===== config.mk =====
export PLATFORM = sky130hd
export DESIGN_NAME = tlb_page_table_translator
export DESIGN_NICKNAME = d
export VERILOG_FILES = /design/src/rtl/tlbpt_pkg.sv /design/src/rtl/tlb_page_table_translator.sv
export SDC_FILE = /design/constraint.sdc
export NUM_CORES = 2
export LEC_CHECK = 0
export BUFFER_PORTS_ARGS = -buffer_cell sky130_fd_sc_hd__buf_2
export CAP_MARGIN = 20
export CORE_ASPECT_RATIO = 1.4
export CORE_MARGIN = 4
export CORE_UTILIZATION = 62
export CTS_BUF_LIST = sky130_fd_sc_hd__clkbuf_4 sky130_fd_sc_hd__clkbuf_8 sky130_fd_sc_hd__clkbuf_16
export CTS_CLUSTER_DIAMETER = 200
export DETAILED_ROUTE_END_ITERATION = 16
export GPL_TIMING_DRIVEN = 0
export HOLD_SLACK_MARGIN = 0.06
export PLACE_DENSITY_LB_ADDON = 0.05
export SETUP_SLACK_MARGIN = 0.02
export SLEW_MARGIN = 20
export SYNTH_ARGS = -nofsm -noshare
export SYNTH_HDL_FRONTEND = slang
export SYNTH_SLANG_ARGS = --single-unit

===== constraint.sdc =====
create_clock -name clock -period 13.2 [get_ports clock]
set_clock_uncertainty 0.15 [all_clocks]
set_input_delay 0.66 -clock clock [delete_from_list [all_inputs] [get_ports clock]]
set_output_delay 0.66 -clock clock [all_outputs]
set_load 0.005 [all_outputs]

===== src/rtl/tlbpt_pkg.sv =====
package tlbpt_pkg;

   // fixed field widths of the transaction ports
   localparam int ADDR_WIDTH      = 16;
   localparam int PHYS_ADDR_WIDTH = 15;
   localparam int FRAME_OUT_WIDTH = 7;
   localparam int OUTCOME_WIDTH   = 2;

   // default geometry
   localparam int DEF_TLB_ENTRIES = 16;
   localparam int DEF_PAGE_COUNT  = 256;
   localparam int DEF_FRAME_COUNT = 128;
   localparam int DEF_OFFSET_BITS = 8;

   typedef enum logic [OUTCOME_WIDTH-1:0] {
      OUTCOME_TLB_HIT = 2'd0,
      OUTCOME_PT_HIT  = 2'd1,
      OUTCOME_FAULT   = 2'd2
   } outcome_type;

   typedef enum logic [1:0] {
      ST_CLEAR,
      ST_IDLE,
      ST_LOOKUP
   } state_type;

endpackage


===== src/rtl/tlb_page_table_translator.sv =====
// Translates one 16-bit logical address per transaction into a physical address. The address
// splits into a page number (upper bits) and a byte offset (low OFFSET_BITS bits). A fully
// associative TLB of TLB_ENTRIES entries, held in flip-flops and compared in parallel, is
// searched first (lowest matching entry wins), then a PAGE_COUNT-entry page table in a
// synchronous memory. When both miss, the next frame from a round-robin counter that wraps at
// FRAME_COUNT is written into the page table and into the TLB slot named by a FIFO pointer; a
// page table hit does not fill the TLB, and a reused frame does not invalidate older mappings.
// A transaction is accepted in the idle state, which issues the page table read, and is then
// decided and written back in the lookup state; no new address is taken during the lookup. A
// finished result sits in an output register, so the next address is taken while it waits.
// After reset a clearing pass marks all PAGE_COUNT page table entries invalid; req_stall stays
// high until it ends. PAGE_COUNT must be a power of two (the page number is reduced modulo it).
module tlb_page_table_translator #(
   parameter int TLB_ENTRIES = tlbpt_pkg::DEF_TLB_ENTRIES,
   parameter int PAGE_COUNT  = tlbpt_pkg::DEF_PAGE_COUNT,
   parameter int FRAME_COUNT = tlbpt_pkg::DEF_FRAME_COUNT,
   parameter int OFFSET_BITS = tlbpt_pkg::DEF_OFFSET_BITS
) (
   input  logic                                   clock,
   input  logic                                   reset,
   // request channel
   input  logic                                   req_valid,
   output logic                                   req_stall,
   input  logic [tlbpt_pkg::ADDR_WIDTH-1:0]       req_logical_address,
   // response channel
   output logic                                   rsp_valid,
   input  logic                                   rsp_stall,
   output logic [tlbpt_pkg::PHYS_ADDR_WIDTH-1:0]  rsp_phys_addr,
   output logic [tlbpt_pkg::FRAME_OUT_WIDTH-1:0]  rsp_frame_used,
   output logic [tlbpt_pkg::OUTCOME_WIDTH-1:0]    rsp_outcome
);
   import tlbpt_pkg::*;

   localparam int PAGE_BITS    = $clog2(PAGE_COUNT);
   localparam int FRAME_BITS   = $clog2(FRAME_COUNT);
   localparam int TLB_IDX_BITS = $clog2(TLB_ENTRIES);

   localparam logic [PAGE_BITS-1:0]    LAST_PAGE  = PAGE_BITS'(PAGE_COUNT - 1);
   localparam logic [FRAME_BITS-1:0]   LAST_FRAME = FRAME_BITS'(FRAME_COUNT - 1);
   localparam logic [TLB_IDX_BITS-1:0] LAST_SLOT  = TLB_IDX_BITS'(TLB_ENTRIES - 1);

   // control state
   state_type                state_ff, state_in;
   logic [PAGE_BITS-1:0]     clr_idx_ff;
   logic [FRAME_BITS-1:0]    next_free_ff;
   logic [TLB_IDX_BITS-1:0]  fill_ptr_ff;
   logic [TLB_ENTRIES-1:0]   tlb_valid_ff;
   logic                     rsp_valid_ff;

   // tlb contents
   logic [PAGE_BITS-1:0]     tlb_tag_ff   [TLB_ENTRIES];
   logic [FRAME_BITS-1:0]    tlb_frame_ff [TLB_ENTRIES];

   // page table memory: valid bit over frame number
   logic [FRAME_BITS:0]      page_mem [PAGE_COUNT];
   logic [FRAME_BITS:0]      pm_rd_ff;

   // transaction in flight
   logic [PAGE_BITS-1:0]     page_ff;
   logic [OFFSET_BITS-1:0]   offset_ff;

   // response registers
   logic [PHYS_ADDR_WIDTH-1:0] rsp_phys_ff;
   logic [FRAME_OUT_WIDTH-1:0] rsp_frame_ff;
   outcome_type                rsp_outcome_ff;

   // control strobes
   logic                     req_accept;
   logic                     out_free;
   logic                     load_out;
   logic                     do_fault;
   logic                     clr_we;

   // lookup results
   logic                     tlb_hit;
   logic [FRAME_BITS-1:0]    tlb_hit_frame;
   logic                     pm_valid;
   logic [FRAME_BITS-1:0]    pm_frame;
   logic [FRAME_BITS-1:0]    sel_frame;
   outcome_type              sel_outcome;

   // page table write port
   logic                     pm_we;
   logic [PAGE_BITS-1:0]     pm_wa;
   logic [FRAME_BITS:0]      pm_wd;

   logic [PAGE_BITS-1:0]     req_page;

   // page number reduced modulo the table size
   assign req_page   = PAGE_BITS'(req_logical_address >> OFFSET_BITS);
   assign req_accept = req_valid && !req_stall;
   assign out_free   = !rsp_valid_ff || !rsp_stall;

   // ---------------------------------------------------------------------------
   // sequencer: clearing pass, then accept / lookup alternating
   // ---------------------------------------------------------------------------
   always_ff @(posedge clock) begin
      if (reset) begin
         state_ff <= ST_CLEAR;
      end else begin
         state_ff <= state_in;
      end
   end

   always_comb begin
      state_in  = state_ff;
      req_stall = 1'b1;
      load_out  = 1'b0;
      do_fault  = 1'b0;
      clr_we    = 1'b0;
      unique case (state_ff)
         ST_CLEAR: begin
            clr_we = 1'b1;
            if (clr_idx_ff == LAST_PAGE) begin
               state_in = ST_IDLE;
            end
         end
         ST_IDLE: begin
            req_stall = 1'b0;
            if (req_valid) begin
               state_in = ST_LOOKUP;
            end
         end
         ST_LOOKUP: begin
            // hold the decision until the output register can take it
            if (out_free) begin
               load_out = 1'b1;
               do_fault = !tlb_hit && !pm_valid;
               state_in = ST_IDLE;
            end
         end
         default: begin
            state_in = ST_CLEAR;
         end
      endcase
   end

   // clearing pass address
   always_ff @(posedge clock) begin
      if (reset) begin
         clr_idx_ff <= '0;
      end else if (clr_we) begin
         clr_idx_ff <= clr_idx_ff + 1'b1;
      end
   end

   // capture the transaction
   always_ff @(posedge clock) begin
      if (req_accept) begin
         page_ff   <= req_page;
         offset_ff <= req_logical_address[OFFSET_BITS-1:0];
      end
   end

   // ---------------------------------------------------------------------------
   // page table memory, read on accept, written by the clearing pass or a fault
   // ---------------------------------------------------------------------------
   assign pm_we = clr_we || do_fault;
   assign pm_wa = clr_we ? clr_idx_ff : page_ff;
   assign pm_wd = clr_we ? '0 : {1'b1, next_free_ff};

   always_ff @(posedge clock) begin
      if (pm_we) begin
         page_mem[pm_wa] <= pm_wd;
      end
      if (req_accept) begin
         pm_rd_ff <= page_mem[req_page];
      end
   end

   assign pm_valid = pm_rd_ff[FRAME_BITS];
   assign pm_frame = pm_rd_ff[FRAME_BITS-1:0];

   // ---------------------------------------------------------------------------
   // tlb search: parallel compare, lowest matching entry wins
   // ---------------------------------------------------------------------------
   always_comb begin
      tlb_hit       = 1'b0;
      tlb_hit_frame = '0;
      for (int i = TLB_ENTRIES - 1; i >= 0; i--) begin
         if (tlb_valid_ff[i] && (tlb_tag_ff[i] == page_ff)) begin
            tlb_hit       = 1'b1;
            tlb_hit_frame = tlb_frame_ff[i];
         end
      end
   end

   always_comb begin
      if (tlb_hit) begin
         sel_frame   = tlb_hit_frame;
         sel_outcome = OUTCOME_TLB_HIT;
      end else if (pm_valid) begin
         sel_frame   = pm_frame;
         sel_outcome = OUTCOME_PT_HIT;
      end else begin
         sel_frame   = next_free_ff;
         sel_outcome = OUTCOME_FAULT;
      end
   end

   // fault: fill the fifo slot, advance the frame counter
   always_ff @(posedge clock) begin
      if (reset) begin
         tlb_valid_ff <= '0;
         fill_ptr_ff  <= '0;
         next_free_ff <= '0;
      end else if (do_fault) begin
         tlb_valid_ff[fill_ptr_ff] <= 1'b1;
         fill_ptr_ff  <= (fill_ptr_ff == LAST_SLOT) ? '0 : fill_ptr_ff + 1'b1;
         next_free_ff <= (next_free_ff == LAST_FRAME) ? '0 : next_free_ff + 1'b1;
      end
   end

   always_ff @(posedge clock) begin
      if (do_fault) begin
         tlb_tag_ff[fill_ptr_ff]   <= page_ff;
         tlb_frame_ff[fill_ptr_ff] <= next_free_ff;
      end
   end

   // ---------------------------------------------------------------------------
   // output register
   // ---------------------------------------------------------------------------
   always_ff @(posedge clock) begin
      if (reset) begin
         rsp_valid_ff <= 1'b0;
      end else if (load_out) begin
         rsp_valid_ff <= 1'b1;
      end else if (!rsp_stall) begin
         rsp_valid_ff <= 1'b0;
      end
   end

   always_ff @(posedge clock) begin
      if (load_out) begin
         rsp_phys_ff    <= PHYS_ADDR_WIDTH'({sel_frame, offset_ff});
         rsp_frame_ff   <= FRAME_OUT_WIDTH'(sel_frame);
         rsp_outcome_ff <= sel_outcome;
      end
   end

   assign rsp_valid      = rsp_valid_ff;
   assign rsp_phys_addr  = rsp_phys_ff;
   assign rsp_frame_used = rsp_frame_ff;
   assign rsp_outcome    = rsp_outcome_ff;

   // ---------------------------------------------------------------------------
   // assertions
   // ---------------------------------------------------------------------------
   a_accept_to_lookup: assert property (@(posedge clock) disable iff (reset)
      req_accept |=> (state_ff == ST_LOOKUP))
      else $error("accepted transaction did not enter lookup");

   a_fault_fills_tlb: assert property (@(posedge clock) disable iff (reset)
      do_fault |=> tlb_valid_ff[$past(fill_ptr_ff)] &&
                   (tlb_tag_ff[$past(fill_ptr_ff)] == $past(page_ff)))
      else $error("fault did not fill the tlb slot");

   a_tlb_hit_outcome: assert property (@(posedge clock) disable iff (reset)
      (load_out && tlb_hit) |=> rsp_valid && (rsp_outcome == OUTCOME_TLB_HIT))
      else $error("tlb hit reported with wrong outcome");

endmodule

=== Word level (Yosys, flattened, before mapping) ===
Memories as Yosys holds them, arrays and structs flattened. A register that Yosys moved wholly into a read port is not among the register bits.
Cells that the tools add are included.

* Register bits: 78
* Bits in writable memories: 2288
* Bits of input ports: 20
* Output and inout bits: 26
* Word-level logic and storage cells: 129
* Memories: 3

* Add/subtract/negate cells: 3
* Magnitude comparators: 2
* Eq/ne operators: 25
* Multiplexer cells: 57
* Bitwise operators: 1
* Reduce and logical (&&, ||, !) cells: 27

{| class="wikitable"
|+ Memories
! memory !! words !! width !! read ports !! clocked after Yosys merged registers in !! wr ports !! RTL line !! RTL
|-
| page_mem || 256 || 8 || 1 || 1 || 1 || tlb_page_table_translator.sv:55 || <nowiki>logic [FRAME_BITS:0] page_mem [PAGE_COUNT];</nowiki>
|-
| tlb_tag_ff || 16 || 8 || 16 || 0 || 1 || tlb_page_table_translator.sv:51 || <nowiki>logic [PAGE_BITS-1:0] tlb_tag_ff [TLB_ENTRIES];</nowiki>
|-
| tlb_frame_ff || 16 || 7 || 16 || 0 || 1 || tlb_page_table_translator.sv:52 || <nowiki>logic [FRAME_BITS-1:0] tlb_frame_ff [TLB_ENTRIES];</nowiki>
|}

{| class="wikitable"
|+ Operators by type and width
! operator !! number
|-
| 7-bit two-way mux || 19
|-
| 8-bit == test || 16
|-
| 1-bit two-way mux || 29
|-
| 1-bit logical AND || 19
|-
| 8-bit two-way mux || 2
|-
| 16-bit bitwise OR || 1
|-
| 8-bit by 1-bit adder with 8-bit output, second input constant || 1
|-
| 8-bit == test, second input constant || 1
|-
| 2-bit two-way mux || 4
|-
| 7-bit by 1-bit adder with 7-bit output, second input constant || 1
|-
| 7-bit == test, second input constant || 1
|-
| 2-bit != test, second input constant || 3
|-
| 2-bit case mux with 3 select lines || 1
|-
| 4-bit by 5-bit < comparator with 1-bit output, second input constant || 1
|-
| 4-bit by 1-bit adder with 4-bit output, second input constant || 1
|-
| 1-bit demux with 4-bit select || 1
|-
| 4-bit == test, second input constant || 1
|-
| 4-bit by 1-bit >= comparator with 1-bit output, second input constant || 1
|-
| 1-bit zero test || 4
|-
| 4-bit two-way mux || 1
|-
| 3-bit AND reduction || 1
|-
| 2-bit by 1-bit == test with 1-bit output, second input constant || 1
|-
| 2-bit == test, second input constant || 1
|-
| 2-bit zero test || 1
|-
| other kinds (2) || 3
|}

=== Longest topological paths before layout ===
* Depth in word-level cells: 25
* Depth in mapped cells: 14
* Gate-level depth less buffers: 9

=== Worst setup path before layout ===
OpenSTA, ideal clock, no wires.

* Path type: flip-flop to flip-flop
* From: reg state_ff[0]
* To: mem page_mem[0][0] in the netlist's numbering, data pin
* Setup time: 0.867 ns
* Data arrival time: 8.131 ns
* Required time: 12.183 ns
* Setup slack: 4.052 ns
* Stages on the path, launching flop included: 5
* Buffers on the path: 1
* Clock period less this slack: 9.148 ns
* Cells stage by stage: dfxtp_1 > nor2_1 > clkinv_1 > clkbuf_1 > and2_1

* Cells in the longest elaborated chain, start to end: 3

{| class="wikitable"
|+ RTL lines
! what !! RTL line !! RTL
|-
| start, declared || tlb_page_table_translator.sv:43 || <nowiki>state_type state_ff, state_in;</nowiki>
|-
| start signal, assigned || tlb_page_table_translator.sv:101 || <nowiki>state_ff <= state_in;</nowiki>
|-
| 2-bit zero test || tlb_page_table_translator.sv:111 || <nowiki>unique case (state_ff)</nowiki>
|-
| 1-bit two-way mux || tlb_page_table_translator.sv:111 ||
|-
| 8-bit two-way mux || tlb_page_table_translator.sv:160 || <nowiki>assign pm_wd = clr_we ? '0 : {1'b1, next_free_ff};</nowiki>
|-
| net pm_wd[0] || tlb_page_table_translator.sv:85 || <nowiki>logic [FRAME_BITS:0] pm_wd;</nowiki>
|-
| end, declared || tlb_page_table_translator.sv:55 ||
|}

The timed path passes the listed nets, and every way through them passes these cells.

=== Final worst setup path ===
* From: reg page_ff[7]
* To: mem page_mem[208][3] in the netlist's numbering (enable)

* Cells in the longest elaborated chain, start to end: 25
* Elaborated cells between the ends (all ways): 56
* Classes of those cells: eq/ne: 16; mux: 21; reduce/logical: 19

{| class="wikitable"
|+ RTL lines
! what !! RTL line !! RTL
|-
| start, declared || tlb_page_table_translator.sv:59 || <nowiki>logic [PAGE_BITS-1:0] page_ff;</nowiki>
|-
| start signal, assigned || tlb_page_table_translator.sv:150 || <nowiki>page_ff <= req_page;</nowiki>
|-
| 8-bit == test || tlb_page_table_translator.sv:181 || <nowiki>if (tlb_valid_ff[i] && (tlb_tag_ff[i] == page_ff)) begin</nowiki>
|-
| 1-bit logical AND || tlb_page_table_translator.sv:181 ||
|-
| 1-bit two-way mux (16 in series) || tlb_page_table_translator.sv:181 ||
|-
| 1-bit zero test || tlb_page_table_translator.sv:128 || <nowiki>do_fault = !tlb_hit && !pm_valid;</nowiki>
|-
| 1-bit logical AND || tlb_page_table_translator.sv:128 ||
|-
| 1-bit two-way mux || tlb_page_table_translator.sv:126 || <nowiki>if (out_free) begin</nowiki>
|-
| 1-bit two-way mux || tlb_page_table_translator.sv:111 ||
|-
| 1-bit logical OR || tlb_page_table_translator.sv:158 || <nowiki>assign pm_we = clr_we || do_fault;</nowiki>
|-
| 1-bit two-way mux || tlb_page_table_translator.sv:163 || <nowiki>if (pm_we) begin</nowiki>
|-
| 1-bit two-way mux (not written as such) || tlb_page_table_translator.sv:164 || <nowiki>page_mem[pm_wa] <= pm_wd;</nowiki>
|}

Parallel ways exist; a longest one is shown, timed or not.

==> results by group <==
Status
  • Status: completed

Yosys
  • Synth Flop Type: edfxtp_1
  • Top cells by area, synth: edfxtp_1 76%, mux4_2 16%, nor2_1 1.4%, xnor2_1 0.86%, dfxtp_1 0.83%
  • Sequential fraction of the synthesis area: 0.767
  • Synthesized area per cell: 21.4 um^2
  • Synth top area share: 0.759
  • Synthesis Warnings: 0
  • Synth Register Bits: 2367
  • Mapped Area: 0.0921 mm^2
  • Async SR Flop Fraction: 0
  • Post-synth top area cell: edfxtp_1
  • Post-synth EDFFs: 2329
  • Yosys cell types: 57
  • Post-Synthesis Cells: approximately 4300
  • Post-Synthesis Net Count: 4327

Detailed routing
  • Drt total wl: 229000 um
  • WL/cell: 34.1 um
  • DR vias/cell: 6.70
  • Drt first pass iters: 6
  • Iteration-0 DRC Markers: 5973
  • Via Count: 45100
  • Post-route ant nets: 0
  • # DRC: 0

Critical path
  • CP max stage delay: 1.02 ns
  • Critical path arrival: 6.96 ns
  • CP Launch Type: flop
  • CP startpoint: page_ff[7]
  • Crit end category: flop
  • CP Data Required Time: 13.51 ns
  • Crit path max-delay cell type: edfxtp_1
  • Crit path cell chain: buf_4, buf_4, xor2_1, nor3_1, nand4_1, and2_1, nand3_1, or2_1, buf_2, o21ai_4, nand3_1, clkbuf_1, nor2_1
  • Critical path peak fanout: 18
  • CP Class: reg -> reg
  • Reg2reg start: page_ff[7]

STA
  • Final setup fails: 0
  • Final hold vios: 0
  • Crit path time final: 6.65 ns
  • Max Freq: roughly 150 MHz
  • Relative max-transition margin: 0.180
  • Final period util: 0.504
  • Final Max Tran Viols: 0
  • RSZ-0062 raised after global routing: false
  • Worst hold slack: 0.215 ns
  • Final TNS setup: 0 ns
  • Measured slew at the worst slew-check pin: 1.23 ns

Clocking
  • Sinks on the clock net: 2367
  • H-tree depth: 4
  • Max Root-Sink Buffers: 3
  • CTS buffer count: between 200 and 250
  • CTS tree: built
  • Worst-skew pair later-pin latency: 0.84 ns
  • CTS Root Cell: clkbuf_16
  • Clk pin slew, worst setup/hold paths: roughly 0.070 ns

GRT
  • First-pass GRT wire length: about 330000 um
  • Global route overflow: 0
  • Number of global-route vias before repair: 45300
  • GRT Util Overall: 0.303
  • Largest net degree at the start of global routing: between 80 and 90
  • Initial antenna violation count: 9

Power
  • LEAKAGE: 33.4 nW
  • Reg power frac: 0.555
  • Max IR drop VDD: 0.000116 V
  • Sw power: about 0.0029 W
  • Internal power: 0.0118 W
  • Gate power share: 0.031
  • Clock Power Share: 0.414
  • Sw frac: 0.198
  • Pwr dens: 143 mW/mm^2

Run
  • Max cap viols: 0

Cells and area
  • Area grow syn2layout: 11.6%
  • Share of cells above drive strength 1: 0.250
  • Final net count: around 4600
  • Most common cell after layout, fill and taps aside: edfxtp_1
  • Util after Layout: 0.696
  • Finished Layout Cells: 6728
  • Design area: roughly 0.10 mm^2
  • Commonest non-fill, non-tap cells in the layout: 2329 x edfxtp_1, 640 x mux4_2, 332 x nor2_1

Place
  • Post-DP Area: about 0.096 mm^2
  • Final GP Congestion: 0.890
  • Placed Instances: 6330
  • Port bufs: 44
  • Final HPWL DP: 155000 um

Min path
  • Hold path startpoint: reset
  • Hold Path Class: in -> reg

Die
  • Row cnt: around 170
  • Die area: ~0.15 mm^2
  • I/O pin cnt: 46
  • Die Span X: 334 um
  • Core box area: 0.148 mm^2
  • Chip Height: around 460 um
  • Initial Util: 0.624
==> cells in the mapped netlist, types with 7 or more instances <==
cell type     n
a211oi_1     19
nor2_1      344
nand3_1      45
or4_1         8
nor3_1       39
nand3b_1     19
dfxtp_1      38
mux2i_1       8
nand2b_1      8
a31oi_1      26
buf_4        22
nand3_2      10
o211ai_1      8
mux4_2      640
and2_1       15
a22oi_1      64
nor2b_1      11
edfxtp_1   2329
o21ai_0      12
nor4_1       12
inv_1        14
or3_1         8
xor2_1       49
clkbuf_1    135
buf_1        41
o31ai_1       7
xnor2_1      90
nand4_1      20
nand2_1      97
buf_2        51
a21oi_1      50
==> flip-flops by register name (all words and copies together), names as in the netlist <==
name	flops
clr_idx_ff	8
fill_ptr_ff	4
next_free_ff	7
offset_ff	8
page_ff	8
page_mem	2048
pm_rd_ff	8
rsp_outcome	2
rsp_phys_addr	15
rsp_valid	1
state_ff	2
tlb_frame_ff	112
tlb_tag_ff	128
tlb_valid_ff	16
==> area by class of cell <==
| type | instances | area (um^2) |
|---|---|---|
| clock inverters | 114 | 1030 |
| diodes | 3 | 7.51 |
| clock buffers | 261 | 5760 |
| flip-flops and latches | 2367 | 70700 |
| well taps | 1943 | 2430 |
| plain buffers | 251 | 1120 |
| fillers | 9006 | 44900 |
| repair buffers | 106 | 1340 |
| inverters | 15 | 56.3 |
| multi-input cells | 1668 | 20400 |
==> metrics by stage <==
stage               worst slack, ns  total power (W)
floorplan                      4.05          0.00857
global placement              -5.08          0.00875
detailed placement             6.67          0.00875
CTS                            6.62           0.0147
global route                   6.47           0.0151
finish                         6.55           0.0147
==> final timing paths <==
path,slack [ns],to,depth (start not counted)
max,6.55,page_mem[208][3],13
min reg2reg,0.26,rsp_phys_addr[0],0
min,0.21,next_free_ff[6],2
max reg2reg,6.55,page_mem[208][3],13
==> routing by layer <==
| metal | part of all wire | vias to the layer above | GRT usage |
|---|---|---|---|
| met4 | 0.049 | 6 | 0.124 |
| met3 | 0.079 | 427 | 0.0518 |
| met1 | 0.37 | 24000 | 0.416 |
| met2 | 0.50 | 2242 | 0.492 |
| met5 | 0.00017 | - | 0 |
| li1 | - | 18500 | - |
==> power groups by stage <==
stage	Combinational [W]	Clock (W)	Sequential, W
2_1_floorplan	0.000271	0	0.00830
5_1_grt	0.000474	0.00646	0.00813
4_1_cts	0.000460	0.00613	0.00814
3_5_place_dp	0.000454	0	0.00830
3_3_place_gp	0.000450	0	0.00830
6_report	0.000460	0.00607	0.00814
==> worst max-delay path: cells and delay by family, from the launching register on <==
family	cells	cell delay (ns)
AO/OA/AOI/OAI	1	0.42
flip-flops	1	1.02
buffers and inverters	4	1.58
XOR/XNOR	1	0.16
AND/OR/NAND/NOR	7	2.90
==> logic make-up (layout without fill, tap and decap cells) <==
| group | Yosys count | after routing | share of synthesized area |
|---|---|---|---|
| compound gates | 222 | 222 | 0.0164 |
| mux | 648 | 648 | 0.157 |
| buf+inv | 266 | 747 | 0.0126 |
| xor+xnor | 139 | 139 | 0.0132 |
| flops | 2367 | 2367 | 0.767 |
| other cells | 0 | 3 | 0 |
| fa+ha+maj | 6 | 6 | 0.000815 |
| simple gates | 653 | 653 | 0.0322 |
==> what timing repair did <==
action / 4_1_cts / 5_1_grt
hold endpoints to repair: 18 / 0
setup buffers: 0 / 0
resized for setup: 0 / 0
setup endpoints to repair: 0 / 0
hold buffers: 18 / 0
No activity file was read; power rests on OpenSTA's default activity.
